`src/rtl/kcl_pkg.sv`:
```
// Package with key codes, action and event codes and queue item type for the keypad code lock.
package kcl_pkg;

    localparam int PASS_LEN = 5;
    localparam int SYM_W = 8;
    localparam int PASS_W = PASS_LEN * SYM_W;
    localparam int OUT_COUNT_W = 5;
    localparam int IN_TDATA_W = 8;
    localparam int OUT_TDATA_W = 16;

    localparam logic [PASS_W-1:0] PASS_RESET = 40'h3132333435;

    localparam logic [SYM_W-1:0] SYM_BLANK = 8'h20;
    localparam logic [SYM_W-1:0] SYM_RESET [PASS_LEN] = '{8'h6A, 8'h6A, 8'h6A, 8'h6A, 8'h00};

    localparam logic [7:0] KEY_NONE  = 8'd0;
    localparam logic [7:0] KEY_1     = 8'd252;
    localparam logic [7:0] KEY_2     = 8'd245;
    localparam logic [7:0] KEY_3     = 8'd237;
    localparam logic [7:0] KEY_PAREN = 8'd231;
    localparam logic [7:0] KEY_4     = 8'd125;
    localparam logic [7:0] KEY_5     = 8'd246;
    localparam logic [7:0] KEY_6     = 8'd219;
    localparam logic [7:0] KEY_7     = 8'd190;
    localparam logic [7:0] KEY_8     = 8'd189;
    localparam logic [7:0] KEY_9     = 8'd187;
    localparam logic [7:0] KEY_STAR  = 8'd120;
    localparam logic [7:0] KEY_0     = 8'd126;
    localparam logic [7:0] KEY_HASH  = 8'd123;
    localparam logic [7:0] KEY_CLEAR = 8'd215;
    localparam logic [7:0] KEY_BACK  = 8'd183;
    localparam logic [7:0] KEY_ENTER = 8'd119;

    typedef enum logic [2:0] {
        ACT_NONE,
        ACT_APPEND,
        ACT_CLEAR,
        ACT_BACK,
        ACT_ENTER
    } act_t;

    typedef enum logic [1:0] {
        EVT_NONE  = 2'd0,
        EVT_RIGHT = 2'd1,
        EVT_WRONG = 2'd2
    } event_t;

    typedef struct packed {
        act_t             act;
        logic [SYM_W-1:0] sym;
        logic             no_key;
    } item_t;

endpackage

```
`src/rtl/kcl_front.sv`:
```
// Front end: takes scan code transfers and classifies them into queue items.
module kcl_front (
    input  logic                               s_tvalid,
    output logic                               s_tready,
    input  logic [kcl_pkg::IN_TDATA_W-1:0]     s_tdata,   // [7:0] raw_code
    input  logic                               q_full,
    output logic                               q_push,
    output kcl_pkg::item_t                     q_item
);

    logic [7:0] code;

    assign code     = s_tdata[7:0];
    assign s_tready = !q_full;
    assign q_push   = s_tvalid && !q_full;

    always_comb begin
        q_item.act    = kcl_pkg::ACT_NONE;
        q_item.sym    = '0;
        q_item.no_key = (code == kcl_pkg::KEY_NONE);
        unique case (code)
            kcl_pkg::KEY_1: begin
                q_item.act = kcl_pkg::ACT_APPEND;
                q_item.sym = 8'h31;
            end
            kcl_pkg::KEY_2: begin
                q_item.act = kcl_pkg::ACT_APPEND;
                q_item.sym = 8'h32;
            end
            kcl_pkg::KEY_3: begin
                q_item.act = kcl_pkg::ACT_APPEND;
                q_item.sym = 8'h33;
            end
            kcl_pkg::KEY_PAREN: begin
                q_item.act = kcl_pkg::ACT_APPEND;
                q_item.sym = 8'h29;
            end
            kcl_pkg::KEY_4: begin
                q_item.act = kcl_pkg::ACT_APPEND;
                q_item.sym = 8'h34;
            end
            kcl_pkg::KEY_5: begin
                q_item.act = kcl_pkg::ACT_APPEND;
                q_item.sym = 8'h35;
            end
            kcl_pkg::KEY_6: begin
                q_item.act = kcl_pkg::ACT_APPEND;
                q_item.sym = 8'h36;
            end
            kcl_pkg::KEY_7: begin
                q_item.act = kcl_pkg::ACT_APPEND;
                q_item.sym = 8'h37;
            end
            kcl_pkg::KEY_8: begin
                q_item.act = kcl_pkg::ACT_APPEND;
                q_item.sym = 8'h38;
            end
            kcl_pkg::KEY_9: begin
                q_item.act = kcl_pkg::ACT_APPEND;
                q_item.sym = 8'h39;
            end
            kcl_pkg::KEY_STAR: begin
                q_item.act = kcl_pkg::ACT_APPEND;
                q_item.sym = 8'h2A;
            end
            kcl_pkg::KEY_0: begin
                q_item.act = kcl_pkg::ACT_APPEND;
                q_item.sym = 8'h30;
            end
            kcl_pkg::KEY_HASH: begin
                q_item.act = kcl_pkg::ACT_APPEND;
                q_item.sym = 8'h23;
            end
            kcl_pkg::KEY_CLEAR: begin
                q_item.act = kcl_pkg::ACT_CLEAR;
            end
            kcl_pkg::KEY_BACK: begin
                q_item.act = kcl_pkg::ACT_BACK;
            end
            kcl_pkg::KEY_ENTER: begin
                q_item.act = kcl_pkg::ACT_ENTER;
            end
            default: begin
                q_item.act = kcl_pkg::ACT_NONE;
            end
        endcase
    end

endmodule

```
`src/rtl/kcl_queue.sv`:
```
// Two-entry queue between the front end and the back end.
module kcl_queue (
    input  logic           aclk,
    input  logic           aresetn,
    input  logic           push,
    input  kcl_pkg::item_t push_item,
    input  logic           pop,
    output kcl_pkg::item_t head_item,
    output logic           empty,
    output logic           full
);

    kcl_pkg::item_t entry0_reg, entry0_next;
    kcl_pkg::item_t entry1_reg, entry1_next;
    logic [1:0]     level_reg, level_next;

    assign head_item = entry0_reg;
    assign empty     = (level_reg == 2'd0);
    assign full      = (level_reg == 2'd2);

    always_comb begin
        entry0_next = entry0_reg;
        entry1_next = entry1_reg;
        level_next  = level_reg;
        if (pop) begin
            entry0_next = entry1_reg;
        end
        case ({push, pop})
            2'b10: begin
                level_next = level_reg + 2'd1;
                if (level_reg == 2'd0) begin
                    entry0_next = push_item;
                end else begin
                    entry1_next = push_item;
                end
            end
            2'b01: begin
                level_next = level_reg - 2'd1;
            end
            2'b11: begin
                if (level_reg == 2'd1) begin
                    entry0_next = push_item;
                end else begin
                    entry1_next = push_item;
                end
            end
            default: begin
                level_next = level_reg;
            end
        endcase
    end

    always_ff @(posedge aclk) begin
        entry0_reg <= entry0_next;
        entry1_reg <= entry1_next;
    end

    always_ff @(posedge aclk) begin
        if (!aresetn) begin
            level_reg <= 2'd0;
        end else begin
            level_reg <= level_next;
        end
    end

endmodule

```
`src/rtl/kcl_back.sv`:
```
// Back end: applies queued key actions to the lock state and registers the result.
module kcl_back #(
    parameter int MAX_ENTRY = 16
) (
    input  logic                                aclk,
    input  logic                                aresetn,
    input  logic [kcl_pkg::PASS_W-1:0]          password,
    input  kcl_pkg::item_t                      head_item,
    input  logic                                q_empty,
    output logic                                q_pop,
    output logic                                m_tvalid,
    input  logic                                m_tready,
    output logic [kcl_pkg::OUT_TDATA_W-1:0]     m_tdata
);

    localparam int CW = $clog2(MAX_ENTRY + 1);

    logic [kcl_pkg::SYM_W-1:0] symbols_reg [kcl_pkg::PASS_LEN];
    logic [kcl_pkg::SYM_W-1:0] symbols_next [kcl_pkg::PASS_LEN];
    logic [CW-1:0]             count_reg, count_next;
    logic                      key_held_reg, key_held_next;
    logic                      alarm_reg, alarm_next;

    logic                      m_tvalid_reg, m_tvalid_next;
    logic [kcl_pkg::OUT_COUNT_W-1:0] out_count_reg;
    kcl_pkg::event_t           out_event_reg, event_next;
    logic                      out_alarm_reg;
    logic                      out_taken_reg, taken_next;

    logic                      match;
    logic [CW-1:0]             count_dec;

    assign q_pop    = !q_empty && (!m_tvalid_reg || m_tready);
    assign m_tvalid = m_tvalid_reg;
    assign m_tdata  = {7'd0, out_taken_reg, out_alarm_reg, out_event_reg, out_count_reg};

    always_comb begin
        logic done;
        logic [kcl_pkg::SYM_W-1:0] want;
        done  = 1'b0;
        match = 1'b1;
        for (int i = 0; i < kcl_pkg::PASS_LEN; i++) begin
            want = password[kcl_pkg::SYM_W*(kcl_pkg::PASS_LEN-1-i) +: kcl_pkg::SYM_W];
            if (!done) begin
                if (symbols_reg[i] != want) begin
                    match = 1'b0;
                    done  = 1'b1;
                end else if (want == '0) begin
                    done = 1'b1;
                end
            end
        end
    end

    assign count_dec = (count_reg == '0) ? '0 : count_reg - CW'(1);

    always_comb begin
        symbols_next  = symbols_reg;
        count_next    = count_reg;
        key_held_next = key_held_reg;
        alarm_next    = alarm_reg;
        event_next    = kcl_pkg::EVT_NONE;
        taken_next    = 1'b0;
        if (!alarm_reg) begin
            key_held_next = key_held_reg && !head_item.no_key;
            if (!key_held_next && head_item.act != kcl_pkg::ACT_NONE) begin
                taken_next    = 1'b1;
                key_held_next = 1'b1;
                unique case (head_item.act)
                    kcl_pkg::ACT_APPEND: begin
                        if (count_reg < CW'(MAX_ENTRY)) begin
                            if (count_reg < CW'(kcl_pkg::PASS_LEN)) begin
                                symbols_next[count_reg[2:0]] = head_item.sym;
                            end
                            count_next = count_reg + CW'(1);
                        end
                    end
                    kcl_pkg::ACT_CLEAR: begin
                        count_next = '0;
                        for (int i = 0; i < kcl_pkg::PASS_LEN; i++) begin
                            symbols_next[i] = kcl_pkg::SYM_BLANK;
                        end
                    end
                    kcl_pkg::ACT_BACK: begin
                        count_next = count_dec;
                        if (count_dec < CW'(kcl_pkg::PASS_LEN)) begin
                            symbols_next[count_dec[2:0]] = kcl_pkg::SYM_BLANK;
                        end
                    end
                    kcl_pkg::ACT_ENTER: begin
                        count_next = '0;
                        if (match) begin
                            event_next = kcl_pkg::EVT_RIGHT;
                            for (int i = 0; i < kcl_pkg::PASS_LEN; i++) begin
                                symbols_next[i] = kcl_pkg::SYM_BLANK;
                            end
                        end else begin
                            event_next = kcl_pkg::EVT_WRONG;
                            alarm_next = 1'b1;
                        end
                    end
                    default: begin
                        count_next = count_reg;
                    end
                endcase
            end
        end
    end

    always_comb begin
        m_tvalid_next = m_tvalid_reg;
        if (q_pop) begin
            m_tvalid_next = 1'b1;
        end else if (m_tready) begin
            m_tvalid_next = 1'b0;
        end
    end

    always_ff @(posedge aclk) begin
        if (!aresetn) begin
            symbols_reg  <= kcl_pkg::SYM_RESET;
            count_reg    <= '0;
            key_held_reg <= 1'b0;
            alarm_reg    <= 1'b0;
            m_tvalid_reg <= 1'b0;
        end else begin
            m_tvalid_reg <= m_tvalid_next;
            if (q_pop) begin
                symbols_reg  <= symbols_next;
                count_reg    <= count_next;
                key_held_reg <= key_held_next;
                alarm_reg    <= alarm_next;
            end
        end
    end

    always_ff @(posedge aclk) begin
        if (q_pop) begin
            out_count_reg <= kcl_pkg::OUT_COUNT_W'(count_next);
            out_event_reg <= event_next;
            out_alarm_reg <= alarm_next;
            out_taken_reg <= taken_next;
        end
    end

endmodule

```
`src/rtl/keypad_code_lock_core.sv`:
```
// A transfer goes into a queue entry; its pop registers the result and sets m_tvalid_reg.
// Throughput: one scan code per cycle unless m_tready stalls the output register.
// A two-entry queue decouples the scan decoder from the state update and output register.
// Reset: synchronous active-low aresetn clears the entry count, alarm and key latch,
// loads the entry symbols with SYM_RESET and loads the password register with "12345".
module keypad_code_lock_core #(
    parameter int MAX_ENTRY = 16
) (
    input  logic                               aclk,
    input  logic                               aresetn,
    input  logic                               cfg_wr_en,
    input  logic [kcl_pkg::PASS_W-1:0]         cfg_wr_data,   // stored_password
    input  logic                               s_tvalid,
    output logic                               s_tready,
    input  logic [kcl_pkg::IN_TDATA_W-1:0]     s_tdata,       // [7:0] raw_code
    output logic                               m_tvalid,
    input  logic                               m_tready,
    // [4:0] entry_count, [6:5] event_res, [7] alarm_on, [8] key_taken, [15:9] zero
    output logic [kcl_pkg::OUT_TDATA_W-1:0]    m_tdata
);

    logic [kcl_pkg::PASS_W-1:0] password_reg;
    logic                       q_push;
    logic                       q_pop;
    logic                       q_empty;
    logic                       q_full;
    kcl_pkg::item_t             push_item;
    kcl_pkg::item_t             head_item;

    always_ff @(posedge aclk) begin
        if (!aresetn) begin
            password_reg <= kcl_pkg::PASS_RESET;
        end else if (cfg_wr_en) begin
            password_reg <= cfg_wr_data;
        end
    end

    kcl_front u_front (
        .s_tvalid (s_tvalid),
        .s_tready (s_tready),
        .s_tdata  (s_tdata),
        .q_full   (q_full),
        .q_push   (q_push),
        .q_item   (push_item)
    );

    kcl_queue u_queue (
        .aclk      (aclk),
        .aresetn   (aresetn),
        .push      (q_push),
        .push_item (push_item),
        .pop       (q_pop),
        .head_item (head_item),
        .empty     (q_empty),
        .full      (q_full)
    );

    kcl_back #(
        .MAX_ENTRY (MAX_ENTRY)
    ) u_back (
        .aclk      (aclk),
        .aresetn   (aresetn),
        .password  (password_reg),
        .head_item (head_item),
        .q_empty   (q_empty),
        .q_pop     (q_pop),
        .m_tvalid  (m_tvalid),
        .m_tready  (m_tready),
        .m_tdata   (m_tdata)
    );

endmodule

```
`config.mk`:
```
export PLATFORM = sky130hd
export DESIGN_NAME = keypad_code_lock_core
export DESIGN_NICKNAME = d
export VERILOG_FILES = /design/src/rtl/kcl_pkg.sv /design/src/rtl/kcl_front.sv /design/src/rtl/kcl_queue.sv /design/src/rtl/kcl_back.sv /design/src/rtl/keypad_code_lock_core.sv
export SDC_FILE = /design/constraint.sdc
export NUM_CORES = 1
export LEC_CHECK = 0
export ABC_AREA = 0
export BUFFER_PORTS_ARGS = -buffer_cell sky130_fd_sc_hd__clkbuf_2
export CORE_ASPECT_RATIO = 1.5
export CORE_MARGIN = 2
export CORE_UTILIZATION = 58
export DETAILED_ROUTE_END_ITERATION = 16
export PLACE_DENSITY = 0.91
export SLEW_MARGIN = 20
export SYNTH_ARGS = -nofsm -noshare
export SYNTH_HDL_FRONTEND = slang
export SYNTH_SLANG_ARGS = --single-unit
```
`constraint.sdc`:
```
create_clock -name aclk -period 3.55 [get_ports aclk]
set_clock_uncertainty 0.2 [all_clocks]
set_input_delay 0.8875 -clock aclk [delete_from_list [all_inputs] [get_ports aclk]]
set_output_delay 0.8875 -clock aclk [all_outputs]
set_load 0.005 [all_outputs]
```
## Yosys cells after proc, flatten, opt, wreduce, memory -nomap -nowiden

Index checks and enable logic that the tools add are counted.

- Flip-flop bits (word level): 123
- Bits in latches: 0
- Bits in writable memories: 0
- ROM bits: 0
- Input bits: 53
- Output and inout bits: 18
- Memories kept: 0

- $add $sub $neg: 4
- Multipliers: 0
- Div/mod/pow operators: 0
- $lt $le $gt $ge: 7
- Equality and inequality tests: 36
- Shift operators: 0
- Multiplexer cells: 54
- Bitwise logic cells: 8
- Reduce and logical (&&, ||, !) cells: 30

Operators with widths:

| cell | count |
|---|---|
| $mux W40 | 4 |
| $pmux W40 S4 | 1 |
| $eq A8 B8 Y1 const B | 11 |
| $pmux W6 S13 | 1 |
| $mux W12 | 5 |
| $demux W8 S3 | 2 |
| $pmux W12 S2 | 2 |
| $bwmux W40 | 1 |
| $eq A8 B7 Y1 const B | 5 |
| $logic_not A8 Y1 | 5 |
| $ne A8 B8 Y1 | 5 |
| $and A35 B35 Y35 | 1 |
| $not A35 Y35 | 1 |
| $mux W1 | 28 |
| $mux W5 | 4 |
| $mux W8 | 2 |
| $pmux W5 S3 | 1 |
| $reduce_or A13 Y1 | 1 |
| $pmux W3 S4 | 1 |
| $lt A5 B3 Y1 const B | 2 |
| $ge A4 B4 Y1 const B | 2 |
| $lt A4 B1 Y1 const B | 2 |
| $ne A2 B1 Y1 const B | 4 |
| $not A3 Y4 | 2 |
| other kinds (28) | 46 |

## Logic depth before layout (Yosys ltp)

- Depth in word-level cells: 14
- Mapped depth: 12

## Modules after synthesis

A second synthesis with hierarchy kept.

- Cells, all modules: 701
- Area, all modules: 6,611.3 um^2

By module, submodules not included:

| module | instances | cells each | area an instance (um^2) | sequential area each (um^2) |
|---|---|---|---|---|
| kcl_back | 1 | 396 | 3,483.3 | 1,231.2 |
| keypad_code_lock_core | 1 | 129 | 1,506.4 | 800.8 |
| kcl_queue | 1 | 88 | 1,073.5 | 640.6 |
| kcl_front | 1 | 88 | 548.0 | 0.0 |

## Worst setup path after synthesis

No wires, ideal clock.

- Kind: in2reg
- Start: in m_tready
- End: reg u_queue.entry1_reg[0] (netlist name), enable pin
- Library setup time: 0.376 ns
- Data arrival time: 2.733 ns
- Slack: 0.240 ns
- Stages on the path: 8
- Path buffers: 2
- Path through: nand2b_1 -> nand2_1 -> inv_1 -> clkbuf_1 -> ha_1 -> a22o_1 -> clkbuf_1 -> nor2_1

- Longest elaborated chain between the ends: 5
- Elaborated cells between the ends (all ways): 8

RTL lines:

| item | RTL line | RTL |
|---|---|---|
| from (decl) | keypad_code_lock_core.sv:17 | `input logic m_tready,` |
| $logic_or A1 B1 Y1 * | kcl_back.sv:33 | `assign q_pop = !q_empty && (!m_tvalid_reg \|\| m_tready);` |
| $logic_and A1 B1 Y1 * | kcl_back.sv:33 |  |
| via q_pop | keypad_code_lock_core.sv:24 | `logic q_pop;` |
| $eq A2 B2 Y1 | kcl_queue.sv:28 | `case ({push, pop})` |
| $ne A2 B2 Y1 (no source line) / $reduce_bool A2 Y1 (equally long branches) | -- |  |
| $reduce_and A3 Y1 (no source line) * | -- |  |
| to (signal assigned) | kcl_queue.sv:55 | `entry1_reg <= entry1_next;` |
| to (decl) | kcl_queue.sv:14 | `kcl_pkg::item_t entry1_reg, entry1_next;` |

The timed path passes the listed nets; every way through them passes the cells marked *.
A chain may end at the register's enable or synchronous reset.

==> out/qor.json <==
{
  "outcome": {
    "status": "complete, no violations"
  },
  "detailed_routing": {
    "drtPass1Iterations": 5,
    "drt.antenna.violating_nets": 0,
    "viasPerCell": 6.16,
    "post-route-drc-count": 0,
    "routed_wl_um": 15300,
    "drt-initial-drc-count": 429,
    "wl_per_cell_um": 17.7,
    "num_vias": 5312
  },
  "floorplanning": {
    "floorplan.die.width_um": 87.0,
    "io-pin-count": 71,
    "die_h_um": 129,
    "rows": 45,
    "die_area_um2": 11200,
    "initial_core_util_pct": 59.5,
    "core-area_um2": 10100
  },
  "finish": {
    "diodes": 0,
    "finalCoreUtilization_pct": 69.2,
    "non_filler_cell_area_final_um2": 6980,
    "areaGrowthSynthToFinish_pct": 16.3,
    "nets_final": 793,
    "drive_gt1_share_pct": 16.1
  },
  "clock_network": {
    "cts.sink_count": 121,
    "htree_levels": 4,
    "cts.path.max_buffers": 2,
    "worst_skew_pair.late_latency_ns": 0.42,
    "tritoncts_clock_tree": "done",
    "post_cts_setup_buffer_count": 0,
    "clkSlewWorstSetupHoldPaths_ns": 0.05,
    "ctsResizeCount": 0,
    "clock_buffers_created_by_tritoncts": 17,
    "postCtsHoldBufs": 0,
    "ctsRootBufferMaster": "sky130_fd_sc_hd__clkbuf_16"
  },
  "yosys": {
    "synth_most_common_cell": "sky130_fd_sc_hd__dfxtp_1",
    "post_synth_num_cell_types": 68,
    "most_frequent_cells_after_synthesis": "102 x sky130_fd_sc_hd__dfxtp_1, 81 x sky130_fd_sc_hd__nand2_1, 68 x sky130_fd_sc_hd__nor2_1",
    "post-synth-top-area-cell": "sky130_fd_sc_hd__dfxtp_1",
    "synthArstFlopShare_pct": 0,
    "syn_area_um2": 6000,
    "synth_edf_count": 19,
    "synth_top_flop_cell": "sky130_fd_sc_hd__dfxtp_1",
    "post_synth_main_area_contributors": "sky130_fd_sc_hd__dfxtp_1 34%, sky130_fd_sc_hd__edfxtp_1 9.5%, sky130_fd_sc_hd__mux2i_1 7.2%, sky130_fd_sc_hd__nand2_1 5.1%, sky130_fd_sc_hd__nor2_1 4.3%",
    "flops_latches_synth": 121,
    "synth.avg_cell_area_um2": 8.86,
    "syn_inst": 677,
    "ys.warnings.count": 0,
    "synth_top_cell_area_share_pct": 34.1,
    "ys_seq_area_share_pct": 43.6
  },
  "placement": {
    "dpl_cell_area_um2": 6370,
    "port-buffer-count": 63,
    "dp_slack_ns": 0.303,
    "place.gp.congestion": 0.911,
    "dp_hpwl_um": 10800
  },
  "flow_run": {
    "max_cap_violations": 0
  },
  "sta": {
    "grt_setup_unrepaired": "no",
    "setup_tns_ns": 0,
    "timing.max_slew.rel_slack_pct": 57.7,
    "final.min_clock_period_ns": 3.22,
    "period_share_pct": 90.8,
    "setup-violations-final": 0,
    "setup_ws_ns": 0.326,
    "holdWs_ns": 0.288,
    "max_freq_mhz": 310,
    "timing.final.max_slew_violations": 0,
    "tightestPinTransition_ns": 0.634,
    "finalHoldViolCount": 0
  },
  "pwr": {
    "ir_drop_uv": 443,
    "power_leakage_nw": 2.92,
    "power.density_nw_per_um2": 783
  },
  "critical_path": {
    "cpMaxStageDelayCell": "sky130_fd_sc_hd__nor4_1",
    "worst-r2r-cell-count": 8,
    "worst_path_most_repeated_cell": "sky130_fd_sc_hd__nor4_1",
    "crit_fanout": 15,
    "reg2reg_slack_ns": 0.33,
    "start_kind": "register",
    "path_delay_family": "simple AND/OR/NAND/NOR gates",
    "worstPathCellList": "xor2_1, nor4_1, a22oi_1, nor4_1, o2111ai_1, a31o_4, nor3_2, o221ai_1",
    "critPathCaptureType": "register",
    "setup.worst_path.class": "register to register",
    "cp.buffers_inverters": 0,
    "critical_path_required_ns": 3.60,
    "largest_stage_delay_on_the_critical_path_ns": 0.47,
    "crit_arrival_ns": 3.27
  },
  "grt": {
    "grt_first_pass_wirelength_um": 24700,
    "grt_max_degree": 41,
    "antenna_violations_before_repair": 0,
    "global_route.overflow_total": 0,
    "first_global_vias": 5236,
    "groute.usage.overall_pct": 28.6
  },
  "min_path": {
    "worstHoldPathCells": 2,
    "timing.hold.worst_endpoint": "u_back.key_held_reg",
    "hp-class": "register to register",
    "hp-start": "u_back.key_held_reg"
  }
}
==> final cells by class <==
type | count | area, um^2
inverters | 30 | 113
repair buffers | 76 | 413
clock inverters | 14 | 180
fillers | 726 | 3100
multi-input cells | 486 | 3080
flip-flops and latches | 121 | 2610
clock buffers | 18 | 429
well taps | 117 | 146
==> where the power goes <==
part	switching [mW]	leakage [nW]	internal (mW)
logic	1.09	1.60	0.680
registers	0.236	1.03	1.68
clock network	0.609	0.295	1.16
total	1.93	2.92	3.52
==> kinds of logic after synthesis <==
group	synth area share, %
other	0.0625
AND/OR/NAND/NOR	21.1
flip-flops	43.6
buffers and inverters	5.40
XOR/XNOR	6.57
multiplexers	7.18
adder cells (fa/ha/maj)	1.67
AO/OA/AOI/OAI	14.4
==> per-layer routing <==
layer	track usage (%)	share of wire, %	vias to the layer above	wire (um)
met1	28.8	36	2489	5520
met4	18.0	5.1	0	784
met3	7.63	5.4	74	828
met2	51.0	53	243	8160
met5	0	0	-	0
li1	-	-	2506	-
==> how the worst max path moves through the flow <==
stage | startpoint | to | depth (start not counted)
finish | register | register | 8
global route | register | register | 8
CTS | register | register | 8
detailed placement | m_tready | register | 8
global placement | m_tready | register | 8
floorplan | m_tready | u_queue.entry1_reg[0] | 8
==> tightest hold or removal path: cells and delay by family, from the launching register on <==
family | cells | cell delay [ns]
AO/OA/AOI/OAI | 1 | 0.06
flip-flops | 1 | 0.32
AND/OR/NAND/NOR | 1 | 0.07
==> layout by cell type, fill, tap and decap left out, drive strengths merged, types with 9 or more instances in the layout <==
master and instances:
inv 28, nor3 21, nor4 16, a21oi 24
nand2 81, edfxtp 19, o221ai 9, clkbuf 81
dfxtp 102, o21ai 28, o22ai 16, nor2 70
buf 13, xnor2 19, mux2i 43, nand3 13
clkinv 10, xor2 26
==> per-stage QoR <==
stage,power [mW],cells
5_1_grt,5.73,862
4_1_cts,5.44,862
2_1_floorplan,3.15,683
3_3_place_gp,3.59,830
6_report,5.46,862
3_5_place_dp,3.66,830
(Power assumes the default switching activity.)
